**config.mk**
```make
export PLATFORM = sky130hd
export DESIGN_NAME = grid_ray_tile_traversal_top
export DESIGN_NICKNAME = d
export VERILOG_FILES = /design/src/design/grt_pkg.sv /design/src/design/grt_ram.sv /design/src/design/grt_cmd_fifo.sv /design/src/design/grt_front.sv /design/src/design/grt_back.sv /design/src/design/grid_ray_tile_traversal_top.sv
export SDC_FILE = /design/constraint.sdc
export NUM_CORES = 2
export LEC_CHECK = 0
export BUFFER_PORTS_ARGS = -buffer_cell sky130_fd_sc_hd__buf_2
export CAP_MARGIN = 20
export CORE_MARGIN = 1
export CORE_UTILIZATION = 50
export CTS_CLUSTER_DIAMETER = 100
export DETAILED_ROUTE_END_ITERATION = 10
export PLACE_DENSITY = 0.73
export SLEW_MARGIN = 25
export SYNTH_ARGS = -nofsm -noshare
export SYNTH_HDL_FRONTEND = slang
export SYNTH_SLANG_ARGS = --single-unit
```
**constraint.sdc**
```tcl
create_clock -name clk_i -period 10.8 [get_ports clk_i]
set_input_delay 1.08 -clock clk_i [delete_from_list [all_inputs] [get_ports clk_i]]
set_output_delay 1.08 -clock clk_i [all_outputs]
set_load 0.005 [all_outputs]
```
**src/design/grt_pkg.sv**
```systemverilog
// Shared types and constants of the grid ray tile traversal block.
// No dependencies; every other design file but grt_ram imports this package.
`timescale 1ns / 1ps

package grt_pkg;

  localparam logic FUNC_WRITE = 1'b0;
  localparam logic FUNC_CAST  = 1'b1;

  // Longest run of visited tiles for one ray.
  localparam int unsigned RUN_CAP = 31;

  // Widths that hold the largest supported map (32 x 32 tiles, 256-pixel tiles).
  localparam int unsigned COORD_W = 5;
  localparam int unsigned CNT_W   = 6;
  localparam int unsigned REM_W   = 17;
  localparam int unsigned MAG_W   = 15;

  // Sine approximation: den = 5 * 2^30 - 4p.
  localparam logic [33:0] DEN_BASE     = 34'd5368709120;
  localparam logic [15:0] QUARTER_TURN = 16'd16384;
  localparam logic [15:0] HALF_TURN    = 16'd32768;
  localparam logic [3:0]  LAST_QBIT    = 4'd14;

  typedef enum logic [2:0] {
    F_IDLE,
    F_MUL,
    F_INIT,
    F_DIV,
    F_PUSH
  } front_state_e;

  typedef enum logic [1:0] {
    B_CLEAR,
    B_IDLE,
    B_READ,
    B_EMIT
  } back_state_e;

  // One classified command passed from the front to the back.
  typedef struct packed {
    logic               is_cast;
    logic               start_ok;
    logic [3:0]         tile_col;
    logic [3:0]         tile_row;
    logic [7:0]         tile_value;
    logic [COORD_W-1:0] cx;
    logic [COORD_W-1:0] cy;
    logic [REM_W-1:0]   nx;
    logic [REM_W-1:0]   ny;
    logic [MAG_W-1:0]   ax;
    logic [MAG_W-1:0]   ay;
    logic               sx_pos;
    logic               sy_pos;
  } cmd_t;

endpackage

```
**src/design/grt_ram.sv**
```systemverilog
// Generic single write port, single read port RAM with registered read data.
// No dependencies.
`timescale 1ns / 1ps

module grt_ram #(
  parameter int unsigned WIDTH = 8,
  parameter int unsigned DEPTH = 256
) (
  input  logic                     clk_i,
  input  logic                     we_i,
  input  logic [$clog2(DEPTH)-1:0] waddr_i,
  input  logic [WIDTH-1:0]         wdata_i,
  input  logic [$clog2(DEPTH)-1:0] raddr_i,
  output logic [WIDTH-1:0]         rdata_o
);

  logic [WIDTH-1:0] mem_q [DEPTH];
  logic [WIDTH-1:0] rdata_q;

  always_ff @(posedge clk_i) begin
    if (we_i) begin
      mem_q[waddr_i] <= wdata_i;
    end
    rdata_q <= mem_q[raddr_i];
  end

  assign rdata_o = rdata_q;

endmodule

```
**src/design/grt_cmd_fifo.sv**
```systemverilog
// Short command queue between the front and the back of the traversal block.
// Depends on grt_pkg for the command type.
`timescale 1ns / 1ps

module grt_cmd_fifo
  import grt_pkg::*;
#(
  parameter int unsigned DEPTH = 2
) (
  input  logic clk_i,
  input  logic rst_ni,
  input  logic push_i,
  input  cmd_t cmd_i,
  output logic full_o,
  input  logic pop_i,
  output cmd_t cmd_o,
  output logic empty_o
);

  localparam int unsigned PW = (DEPTH > 1) ? $clog2(DEPTH) : 1;

  cmd_t              buf_q [DEPTH];
  logic [PW-1:0]     wptr_q, rptr_q;
  logic [PW:0]       count_q;
  logic              do_push, do_pop;

  assign full_o  = (count_q == (PW+1)'(DEPTH));
  assign empty_o = (count_q == '0);
  assign do_push = push_i && !full_o;
  assign do_pop  = pop_i && !empty_o;
  assign cmd_o   = buf_q[rptr_q];

  always_ff @(posedge clk_i) begin
    if (do_push) begin
      buf_q[wptr_q] <= cmd_i;
    end
  end

  always_ff @(posedge clk_i or negedge rst_ni) begin
    if (!rst_ni) begin
      wptr_q  <= '0;
      rptr_q  <= '0;
      count_q <= '0;
    end else begin
      if (do_push) begin
        wptr_q <= (wptr_q == PW'(DEPTH - 1)) ? '0 : wptr_q + 1'b1;
      end
      if (do_pop) begin
        rptr_q <= (rptr_q == PW'(DEPTH - 1)) ? '0 : rptr_q + 1'b1;
      end
      if (do_push && !do_pop) begin
        count_q <= count_q + 1'b1;
      end else if (do_pop && !do_push) begin
        count_q <= count_q - 1'b1;
      end
    end
  end

endmodule

```
**src/design/grt_front.sv**
```systemverilog
// Front of the traversal block: accepts words, works out direction and start tile.
// Depends on grt_pkg; feeds grt_cmd_fifo.
`timescale 1ns / 1ps

module grt_front
  import grt_pkg::*;
#(
  parameter int unsigned MAP_COLS    = 16,
  parameter int unsigned MAP_ROWS    = 16,
  parameter int unsigned TILE_PIXELS = 64
) (
  input  logic        clk_i,
  input  logic        rst_ni,
  input  logic        clear_busy_i,
  input  logic        push_i,
  output logic        full_o,
  input  logic        func_i,
  input  logic [3:0]  tile_col_i,
  input  logic [3:0]  tile_row_i,
  input  logic [7:0]  tile_value_i,
  input  logic [17:0] pos_x_i,
  input  logic [17:0] pos_y_i,
  input  logic [15:0] ray_angle_i,
  output logic        cmd_push_o,
  output cmd_t        cmd_o,
  input  logic        cmd_full_i
);

  localparam int unsigned SPAN = TILE_PIXELS * 256;
  localparam int unsigned TMAX = (MAP_COLS > MAP_ROWS) ? MAP_COLS : MAP_ROWS;

  front_state_e       state_q, state_d;
  logic               func_q, phase_q;
  logic [3:0]         tc_q, tr_q;
  logic [7:0]         tv_q;
  logic [15:0]        ang_q;
  logic [17:0]        remx_q, remy_q;
  logic [CNT_W-1:0]   cntx_q, cnty_q, iter_q;
  logic [28:0]        p_q;
  logic [33:0]        rem_q, den_q;
  logic [MAG_W-1:0]   quo_q, ax_q, ay_q;
  logic [3:0]         bit_q;

  logic               accept, tile_done, push_ok;
  logic [15:0]        ang_cos;
  logic [14:0]        u;
  logic [33:0]        trial;
  logic               ge;
  logic               sx_pos, sy_pos;

  assign accept    = push_i && !full_o;
  assign full_o    = (state_q != F_IDLE) || clear_busy_i;
  assign tile_done = (iter_q == CNT_W'(TMAX));
  assign push_ok   = (!func_q || tile_done) && !cmd_full_i;
  assign ang_cos   = ang_q + QUARTER_TURN;
  assign u         = phase_q ? ang_q[14:0] : ang_cos[14:0];
  assign trial     = {rem_q[32:0], 1'b0};
  assign ge        = (trial >= den_q);

  always_comb begin
    state_d = state_q;
    case (state_q)
      F_IDLE: begin
        if (accept) begin
          state_d = (func_i == FUNC_CAST) ? F_MUL : F_PUSH;
        end
      end
      F_MUL:  state_d = F_INIT;
      F_INIT: state_d = F_DIV;
      F_DIV: begin
        if (bit_q == LAST_QBIT) begin
          state_d = phase_q ? F_PUSH : F_MUL;
        end
      end
      F_PUSH: begin
        if (push_ok) begin
          state_d = F_IDLE;
        end
      end
      default: state_d = F_IDLE;
    endcase
  end

  always_comb begin
    sx_pos          = !ang_cos[15] && (ax_q != '0);
    sy_pos          = !ang_q[15] && (ay_q != '0);
    cmd_push_o      = (state_q == F_PUSH) && push_ok;
    cmd_o.is_cast   = (func_q == FUNC_CAST);
    cmd_o.start_ok  = (cntx_q < CNT_W'(MAP_COLS)) && (cnty_q < CNT_W'(MAP_ROWS));
    cmd_o.tile_col  = tc_q;
    cmd_o.tile_row  = tr_q;
    cmd_o.tile_value = tv_q;
    cmd_o.cx        = COORD_W'(cntx_q);
    cmd_o.cy        = COORD_W'(cnty_q);
    cmd_o.nx        = sx_pos ? REM_W'(REM_W'(SPAN) - remx_q[REM_W-1:0]) : remx_q[REM_W-1:0];
    cmd_o.ny        = sy_pos ? REM_W'(REM_W'(SPAN) - remy_q[REM_W-1:0]) : remy_q[REM_W-1:0];
    cmd_o.ax        = ax_q;
    cmd_o.ay        = ay_q;
    cmd_o.sx_pos    = sx_pos;
    cmd_o.sy_pos    = sy_pos;
  end

  always_ff @(posedge clk_i or negedge rst_ni) begin
    if (!rst_ni) begin
      state_q <= F_IDLE;
      iter_q  <= CNT_W'(TMAX);
      phase_q <= 1'b0;
    end else begin
      state_q <= state_d;
      if (accept) begin
        iter_q  <= '0;
        phase_q <= 1'b0;
      end else begin
        if (!tile_done) begin
          iter_q <= iter_q + 1'b1;
        end
        if ((state_q == F_DIV) && (bit_q == LAST_QBIT)) begin
          phase_q <= 1'b1;
        end
      end
    end
  end

  always_ff @(posedge clk_i) begin
    if (accept) begin
      func_q <= func_i;
      tc_q   <= tile_col_i;
      tr_q   <= tile_row_i;
      tv_q   <= tile_value_i;
      ang_q  <= ray_angle_i;
      remx_q <= pos_x_i;
      remy_q <= pos_y_i;
      cntx_q <= '0;
      cnty_q <= '0;
    end else if (!tile_done) begin
      // Start tile by repeated subtraction of the tile span.
      if ((remx_q >= 18'(SPAN)) && (cntx_q != CNT_W'(MAP_COLS))) begin
        remx_q <= remx_q - 18'(SPAN);
        cntx_q <= cntx_q + 1'b1;
      end
      if ((remy_q >= 18'(SPAN)) && (cnty_q != CNT_W'(MAP_ROWS))) begin
        remy_q <= remy_q - 18'(SPAN);
        cnty_q <= cnty_q + 1'b1;
      end
    end

    case (state_q)
      F_MUL: begin
        p_q <= 29'(u * (HALF_TURN - {1'b0, u}));
      end
      F_INIT: begin
        rem_q <= {2'b00, p_q, 3'b000};
        den_q <= DEN_BASE - {3'b000, p_q, 2'b00};
        bit_q <= '0;
      end
      F_DIV: begin
        rem_q <= ge ? (trial - den_q) : trial;
        quo_q <= {quo_q[MAG_W-2:0], ge};
        bit_q <= bit_q + 1'b1;
        if (bit_q == LAST_QBIT) begin
          if (phase_q) begin
            ay_q <= {quo_q[MAG_W-2:0], ge};
          end else begin
            ax_q <= {quo_q[MAG_W-2:0], ge};
          end
        end
      end
      default: begin
      end
    endcase
  end

endmodule

```
**src/design/grt_back.sv**
```systemverilog
// Back of the traversal block: owns the tile map, writes tiles and walks rays.
// Depends on grt_pkg and grt_ram; takes commands from grt_cmd_fifo.
`timescale 1ns / 1ps

module grt_back
  import grt_pkg::*;
#(
  parameter int unsigned MAP_COLS    = 16,
  parameter int unsigned MAP_ROWS    = 16,
  parameter int unsigned TILE_PIXELS = 64
) (
  input  logic       clk_i,
  input  logic       rst_ni,
  output logic       clear_busy_o,
  input  cmd_t       cmd_i,
  input  logic       cmd_empty_i,
  output logic       cmd_pop_o,
  input  logic       pop_i,
  output logic       empty_o,
  output logic [3:0] visit_col_o,
  output logic [3:0] visit_row_o,
  output logic       wall_hit_o,
  output logic       last_visit_o
);

  localparam int unsigned SPAN  = TILE_PIXELS * 256;
  localparam int unsigned DEPTH = MAP_COLS * MAP_ROWS;
  localparam int unsigned AW    = $clog2(DEPTH);
  localparam int unsigned CW    = $clog2(MAP_COLS);
  localparam int unsigned RW    = $clog2(MAP_ROWS);
  localparam int unsigned MAXD  = (MAP_COLS > MAP_ROWS) ? MAP_COLS : MAP_ROWS;
  localparam int unsigned NW    = $clog2((MAXD + 2) * SPAN);
  localparam int unsigned PW    = NW + MAG_W;

  back_state_e      state_q, state_d;
  logic [AW-1:0]    clr_q;
  logic [CW-1:0]    cx_q;
  logic [RW-1:0]    cy_q;
  logic [NW-1:0]    nx_q, ny_q;
  logic [MAG_W-1:0] ax_q, ay_q;
  logic             sx_q, sy_q;
  logic [4:0]       n_q;
  logic [PW-1:0]    prodx_q, prody_q;
  logic             ovalid_q;
  logic [3:0]       ocol_q, orow_q;
  logic             owall_q, olast_q;

  logic             we;
  logic [AW-1:0]    waddr, raddr;
  logic [7:0]       wdata, rdata;
  logic             wr_in_map;
  logic             out_free, emit, wall, step_x, leaving, last;

  grt_ram #(
    .WIDTH (8),
    .DEPTH (DEPTH)
  ) u_map (
    .clk_i   (clk_i),
    .we_i    (we),
    .waddr_i (waddr),
    .wdata_i (wdata),
    .raddr_i (raddr),
    .rdata_o (rdata)
  );

  assign raddr     = AW'(cy_q * MAP_COLS + cx_q);
  assign wr_in_map = ({2'b00, cmd_i.tile_col} < 6'(MAP_COLS))
                  && ({2'b00, cmd_i.tile_row} < 6'(MAP_ROWS));
  assign out_free  = !ovalid_q || pop_i;
  assign emit      = (state_q == B_EMIT) && out_free;
  assign wall      = !rdata[7];

  always_comb begin
    if (ax_q == '0) begin
      step_x = 1'b0;
    end else if (ay_q == '0) begin
      step_x = 1'b1;
    end else begin
      step_x = (prodx_q < prody_q);
    end
    if (step_x) begin
      leaving = sx_q ? (cx_q == CW'(MAP_COLS - 1)) : (cx_q == '0);
    end else begin
      leaving = sy_q ? (cy_q == RW'(MAP_ROWS - 1)) : (cy_q == '0);
    end
    last = wall || leaving || (n_q == 5'(RUN_CAP - 1));
  end

  always_comb begin
    state_d = state_q;
    case (state_q)
      B_CLEAR: begin
        if (clr_q == AW'(DEPTH - 1)) begin
          state_d = B_IDLE;
        end
      end
      B_IDLE: begin
        if (!cmd_empty_i && cmd_i.is_cast && cmd_i.start_ok) begin
          state_d = B_READ;
        end
      end
      B_READ: state_d = B_EMIT;
      B_EMIT: begin
        if (emit) begin
          state_d = last ? B_IDLE : B_READ;
        end
      end
      default: state_d = B_IDLE;
    endcase
  end

  always_comb begin
    clear_busy_o = (state_q == B_CLEAR);
    cmd_pop_o    = (state_q == B_IDLE) && !cmd_empty_i;
    we           = 1'b0;
    waddr        = clr_q;
    wdata        = 8'hFF;
    case (state_q)
      B_CLEAR: begin
        we = 1'b1;
      end
      B_IDLE: begin
        we    = !cmd_empty_i && !cmd_i.is_cast && wr_in_map;
        waddr = AW'(cmd_i.tile_row * MAP_COLS + cmd_i.tile_col);
        wdata = cmd_i.tile_value;
      end
      default: begin
      end
    endcase
  end

  always_ff @(posedge clk_i or negedge rst_ni) begin
    if (!rst_ni) begin
      state_q  <= B_CLEAR;
      clr_q    <= '0;
      ovalid_q <= 1'b0;
    end else begin
      state_q <= state_d;
      if (state_q == B_CLEAR) begin
        clr_q <= clr_q + 1'b1;
      end
      if (emit) begin
        ovalid_q <= 1'b1;
      end else if (pop_i) begin
        ovalid_q <= 1'b0;
      end
    end
  end

  always_ff @(posedge clk_i) begin
    case (state_q)
      B_IDLE: begin
        cx_q <= CW'(cmd_i.cx);
        cy_q <= RW'(cmd_i.cy);
        nx_q <= NW'(cmd_i.nx);
        ny_q <= NW'(cmd_i.ny);
        ax_q <= cmd_i.ax;
        ay_q <= cmd_i.ay;
        sx_q <= cmd_i.sx_pos;
        sy_q <= cmd_i.sy_pos;
        n_q  <= '0;
      end
      B_READ: begin
        prodx_q <= PW'(nx_q * ay_q);
        prody_q <= PW'(ny_q * ax_q);
      end
      B_EMIT: begin
        if (emit) begin
          ocol_q  <= 4'(cx_q);
          orow_q  <= 4'(cy_q);
          owall_q <= wall;
          olast_q <= last;
          n_q     <= n_q + 1'b1;
          if (step_x) begin
            cx_q <= sx_q ? cx_q + 1'b1 : cx_q - 1'b1;
            nx_q <= nx_q + NW'(SPAN);
          end else begin
            cy_q <= sy_q ? cy_q + 1'b1 : cy_q - 1'b1;
            ny_q <= ny_q + NW'(SPAN);
          end
        end
      end
      default: begin
      end
    endcase
  end

  assign empty_o      = !ovalid_q;
  assign visit_col_o  = ocol_q;
  assign visit_row_o  = orow_q;
  assign wall_hit_o   = owall_q;
  assign last_visit_o = olast_q;

endmodule

```
**src/design/grid_ray_tile_traversal_top.sv**
```systemverilog
// Top level of the grid ray tile traversal block.
// Depends on grt_pkg, grt_front, grt_cmd_fifo, grt_back and grt_ram.
`timescale 1ns / 1ps

// Usage
// The input channel is a queue: a word is taken at a clock edge with push
// high and full low. A word with func_i low writes one tile of the map
// (writes outside the map are dropped); a word with func_i high casts a ray
// from pos_x_i/pos_y_i at ray_angle_i and yields one result word for every
// tile the ray visits, the last of them flagged by last_visit_o.
// The result channel is a queue too: while empty is low the oldest result
// is on the result ports, and it is taken at an edge with pop high.
// The front sets up a cast with two 15-step sine divisions, the start-tile
// search running alongside, and passes a tile write on without setup. The
// back handles each visited tile in two states: B_READ for the map read and
// the two side-distance products, B_EMIT to compare and step, which waits
// while the last result is not yet taken. The front can prepare the next
// word while the back is still walking, through a two-deep queue.
// After reset the map is swept to empty, one tile a cycle, through all
// MAP_COLS*MAP_ROWS tiles, during which full stays high.
// If the receiver holds off pop the walk pauses with its current tile; the
// front accepts words until the queue is full and it holds one more itself.

module grid_ray_tile_traversal_top
  import grt_pkg::*;
#(
  parameter int unsigned MAP_COLS    = 16,
  parameter int unsigned MAP_ROWS    = 16,
  parameter int unsigned TILE_PIXELS = 64
) (
  input  logic        clk_i,
  input  logic        rst_ni,
  input  logic        push,
  output logic        full,
  input  logic        func_i,
  input  logic [3:0]  tile_col_i,
  input  logic [3:0]  tile_row_i,
  input  logic [7:0]  tile_value_i,
  input  logic [17:0] pos_x_i,
  input  logic [17:0] pos_y_i,
  input  logic [15:0] ray_angle_i,
  output logic        empty,
  input  logic        pop,
  output logic [3:0]  visit_col_o,
  output logic [3:0]  visit_row_o,
  output logic        wall_hit_o,
  output logic        last_visit_o
);

  cmd_t f_cmd, b_cmd;
  logic f_push, q_full, q_empty, b_pop, clear_busy;

  grt_front #(
    .MAP_COLS    (MAP_COLS),
    .MAP_ROWS    (MAP_ROWS),
    .TILE_PIXELS (TILE_PIXELS)
  ) u_front (
    .clk_i        (clk_i),
    .rst_ni       (rst_ni),
    .clear_busy_i (clear_busy),
    .push_i       (push),
    .full_o       (full),
    .func_i       (func_i),
    .tile_col_i   (tile_col_i),
    .tile_row_i   (tile_row_i),
    .tile_value_i (tile_value_i),
    .pos_x_i      (pos_x_i),
    .pos_y_i      (pos_y_i),
    .ray_angle_i  (ray_angle_i),
    .cmd_push_o   (f_push),
    .cmd_o        (f_cmd),
    .cmd_full_i   (q_full)
  );

  grt_cmd_fifo #(
    .DEPTH (2)
  ) u_queue (
    .clk_i   (clk_i),
    .rst_ni  (rst_ni),
    .push_i  (f_push),
    .cmd_i   (f_cmd),
    .full_o  (q_full),
    .pop_i   (b_pop),
    .cmd_o   (b_cmd),
    .empty_o (q_empty)
  );

  grt_back #(
    .MAP_COLS    (MAP_COLS),
    .MAP_ROWS    (MAP_ROWS),
    .TILE_PIXELS (TILE_PIXELS)
  ) u_back (
    .clk_i        (clk_i),
    .rst_ni       (rst_ni),
    .clear_busy_o (clear_busy),
    .cmd_i        (b_cmd),
    .cmd_empty_i  (q_empty),
    .cmd_pop_o    (b_pop),
    .pop_i        (pop),
    .empty_o      (empty),
    .visit_col_o  (visit_col_o),
    .visit_row_o  (visit_row_o),
    .wall_hit_o   (wall_hit_o),
    .last_visit_o (last_visit_o)
  );

endmodule
```
==> flow_summary.toml <==
[outcome]
status = "complete, no violations"

[placement]
dp_cells = 6982
dp_hpwl_mm = 94.9
post-place-ws_ns = 1.87
port_buffers = 77
gp_congestion = 0.867

[setup_path]
critical_path.slowest_cell = "fa_1"
path_class = "flop to flop"
start_kind = "flop"
endpoint_kind = "flop"
cp.arrival_ns = 9.49
cpPeakStageDelay_ns = 0.56
crit_end = "u_front.p_q[25]"
cp.required_ns = 11.22
reg2reg_to = "u_front.p_q[25]"
reg2reg_slack_ns = 1.73
path_common_cell = "inv_1"
cp_max_fo = 18
reg2regPathDepth = 31
r2r-start = "u_front.ang_q[0]"
cp-startpoint = "u_front.ang_q[0]"

[synth]
synth_top_cell_by_area = "edfxtp_1"
synth_xor_area_share_pct = 2.98
synth_mux_area_share_pct = 4.58
synth.distinct_cells = 78
async_flop_share_pct = 3.03
synth_common_cells = "edfxtp_1, inv_1, fa_1, nand2_1, nor2_1"
synthCells = 5463
synth_top_area_share_pct = 38.4
synth_edf_count = 788
yosys.cell_count.top_type = "edfxtp_1"
ys_seq_area_share_pct = 39.8
ys_seq_elements = 826
synth-simple-area-share_pct = 13.6
synth_adder_area_share_pct = 28.0
syn-mean-instance-area_um2 = 11.3
synth-compound-area-share_pct = 4.83
yosys_warnings = 0
syn_area_um2 = 61700
synthTopCellsByArea = "edfxtp_1, fa_1, ha_1"
synthFlopType = "edfxtp_1"
synth_top_family_by_area = "adder cells"

[floorplan]
num_rows = 128
dieArea_um2 = 125000
num_io_pins = 85
die_h_um = 353
fp.coreArea_um2 = 122000
initial_core_util_pct = 50.5
die_w_um = 353

[detailed_routing]
drc = 0
drt_iter0_markers = 3039
num_vias = 39600
antenna_left = 0
totalWireLength_mm = 133
wl_per_cell_um = 18.6
dr.pass1.iters = 8
via_per_inst = 5.55

[layout]
multi_input_area_um2 = 33400
final-seq-area_um2 = 24600
area_growth_pct = 7.94
fillCellCount = 10200
layout.nets = 6529
final_core_util_pct = 54.6
layoutNonFillerInstCount = 7149
drive_gt1_share_pct = 7.42

[sta]
finalClockSkew_ns = 0.0305
period_minus_slack_ns = 9.07
finalSetupViolations = 0
rsz0062_at_grt = "no"
slew_headroom_pct = 25.3
drv_slew = 0
maxClockFrequency_mhz = 110
tightest_slew_ns = 1.12
setup_ws_ns = 1.73
post-route-period-util_pct = 84.0
setup_tns_ns = 0
finalHoldViolCount = 0

[clock_tree]
cts_setup_buffers = 0
cts-root-buf = "clkbuf_16"
cts_max_level = 3
clk_latency_ns = 0.72
cts_sinks = 826
cts_resized = 0
path_clk_slew_ns = 0.06
cts_buffer_depth = 3
postCtsHoldBufs = 0
cts_buffers = 89
cts_tree = "built"

[grt]
track_usage_pct = 21.9
grt_pass1_wl_mm = 218
first_global_vias = 42000
grt_max_degree = 145
grt_overflow = 0
antenna_found_initial = 4

[flow_run]
drv_cap = 0

[min_path]
hp-class = "primary input to asynchronous set/reset pin"
==> layout make-up <==
class / count / area share (%)
antenna: 2 / 0.00752
clock buffer: 117 / 3.63
clock inverter: 47 / 0.729
inverter: 783 / 4.42
multi-input combinational: 3630 / 50.2
sequential: 826 / 36.9
tap: 1625 / 3.05
timing repair buffer: 119 / 1.08
==> state kept, by name, summed over array words and instances, names as in the netlist, 8 cells and up <==
register / cells
u_back.u_map.mem_q: 256
u_front.ax_q: 15
u_front.remx_q: 18
u_back.ny_q: 19
u_back.prodx_q: 34
u_front.den_q: 31
u_back.clr_q: 8
u_front.p_q: 29
u_front.ang_q: 16
u_back.nx_q: 19
u_back.ax_q: 15
u_queue.buf_q: 170
u_back.ay_q: 15
u_front.remy_q: 18
u_front.quo_q: 14
u_front.ay_q: 15
u_back.prody_q: 34
u_front.rem_q: 31
==> per-layer routing <==
| layer | global-route usage [%] | vias to the layer above | part of all wire, % |
|---|---|---|---|
| met2 | 37.4 | 1207 | 50 |
| met4 | 6.71 | 0 | 2.7 |
| met5 | 0 | - | 0 |
| li1 | - | 18000 | - |
| met3 | 4.08 | 254 | 7.1 |
| met1 | 28.3 | 20200 | 40 |
==> worst max-delay path, delay by kind of cell (launching register included) <==
family                     cells  cell delay [ns]
adders and majority gates      9             4.15
and+or+nand+nor                9             1.99
AOI/OAI and AO/OA              4             1.07
buffers and inverters          8             1.04
DFF                            1             0.37
xor gates and xnor gates       1             0.15
==> how the worst min path moves through the flow <==
stage          slack [ns]               end  cells past startpoint
3_3_place_gp         0.43  u_front.ax_q[14]                      0
2_1_floorplan        0.42  u_front.ax_q[14]                      0
4_1_cts              0.36   u_back.clr_q[5]                      1
3_5_place_dp         0.43  u_front.ay_q[14]                      0
5_1_grt              0.37   u_back.clr_q[1]                      1
6_report             0.38   u_back.clr_q[1]                      1
==> cell usage in the layout (no fill, tap or decap), types with 29 or more instances in the layout <==
| cell | netlist | final |
|---|---|---|
| edfxtp_1 | 788 | 788 |
| inv_1 | 781 | 779 |
| fa_1 | 619 | 619 |
| nand2_1 | 531 | 530 |
| nor2_1 | 504 | 503 |
| ha_1 | 388 | 388 |
| and2_1 | 268 | 266 |
| xnor2_1 | 149 | 149 |
| a21oi_1 | 119 | 119 |
| nor2b_1 | 104 | 101 |
| o21ai_0 | 98 | 98 |
| clkbuf_16 | 0 | 90 |
| nand2b_1 | 87 | 87 |
| mux4_2 | 84 | 84 |
| buf_2 | 9 | 77 |
| nand3_1 | 76 | 76 |
| xor2_1 | 61 | 61 |
| mux2i_1 | 54 | 54 |
| a21o_1 | 47 | 47 |
| nor3_1 | 47 | 45 |
| buf_4 | 1 | 39 |
| and3_1 | 37 | 37 |
| a31oi_1 | 35 | 35 |
| mux2_2 | 35 | 35 |
| o21a_1 | 29 | 29 |
| nor4_1 | 30 | 29 |
==> cell families (layout without fill, tap and decap cells) <==
group | Yosys count | in the layout
compound gates | 462 | 462
xor+xnor | 210 | 210
fa+ha+maj | 1007 | 1007
buf+inv | 1018 | 1066
flops | 826 | 826
mux | 173 | 173
other cells | 2 | 15
simple gates | 1765 | 1765
==> per-stage QoR <==
step                hold slack [ns]  area, um^2
floorplan                     0.421       61700
global placement              0.427       63600
detailed placement            0.431       63700
CTS                           0.360       66600
global route                  0.374       66600
finish                        0.375       66600
Power is not shown: default switching activity piles up to over one toggle a cycle in this logic, so the estimate is an artifact.
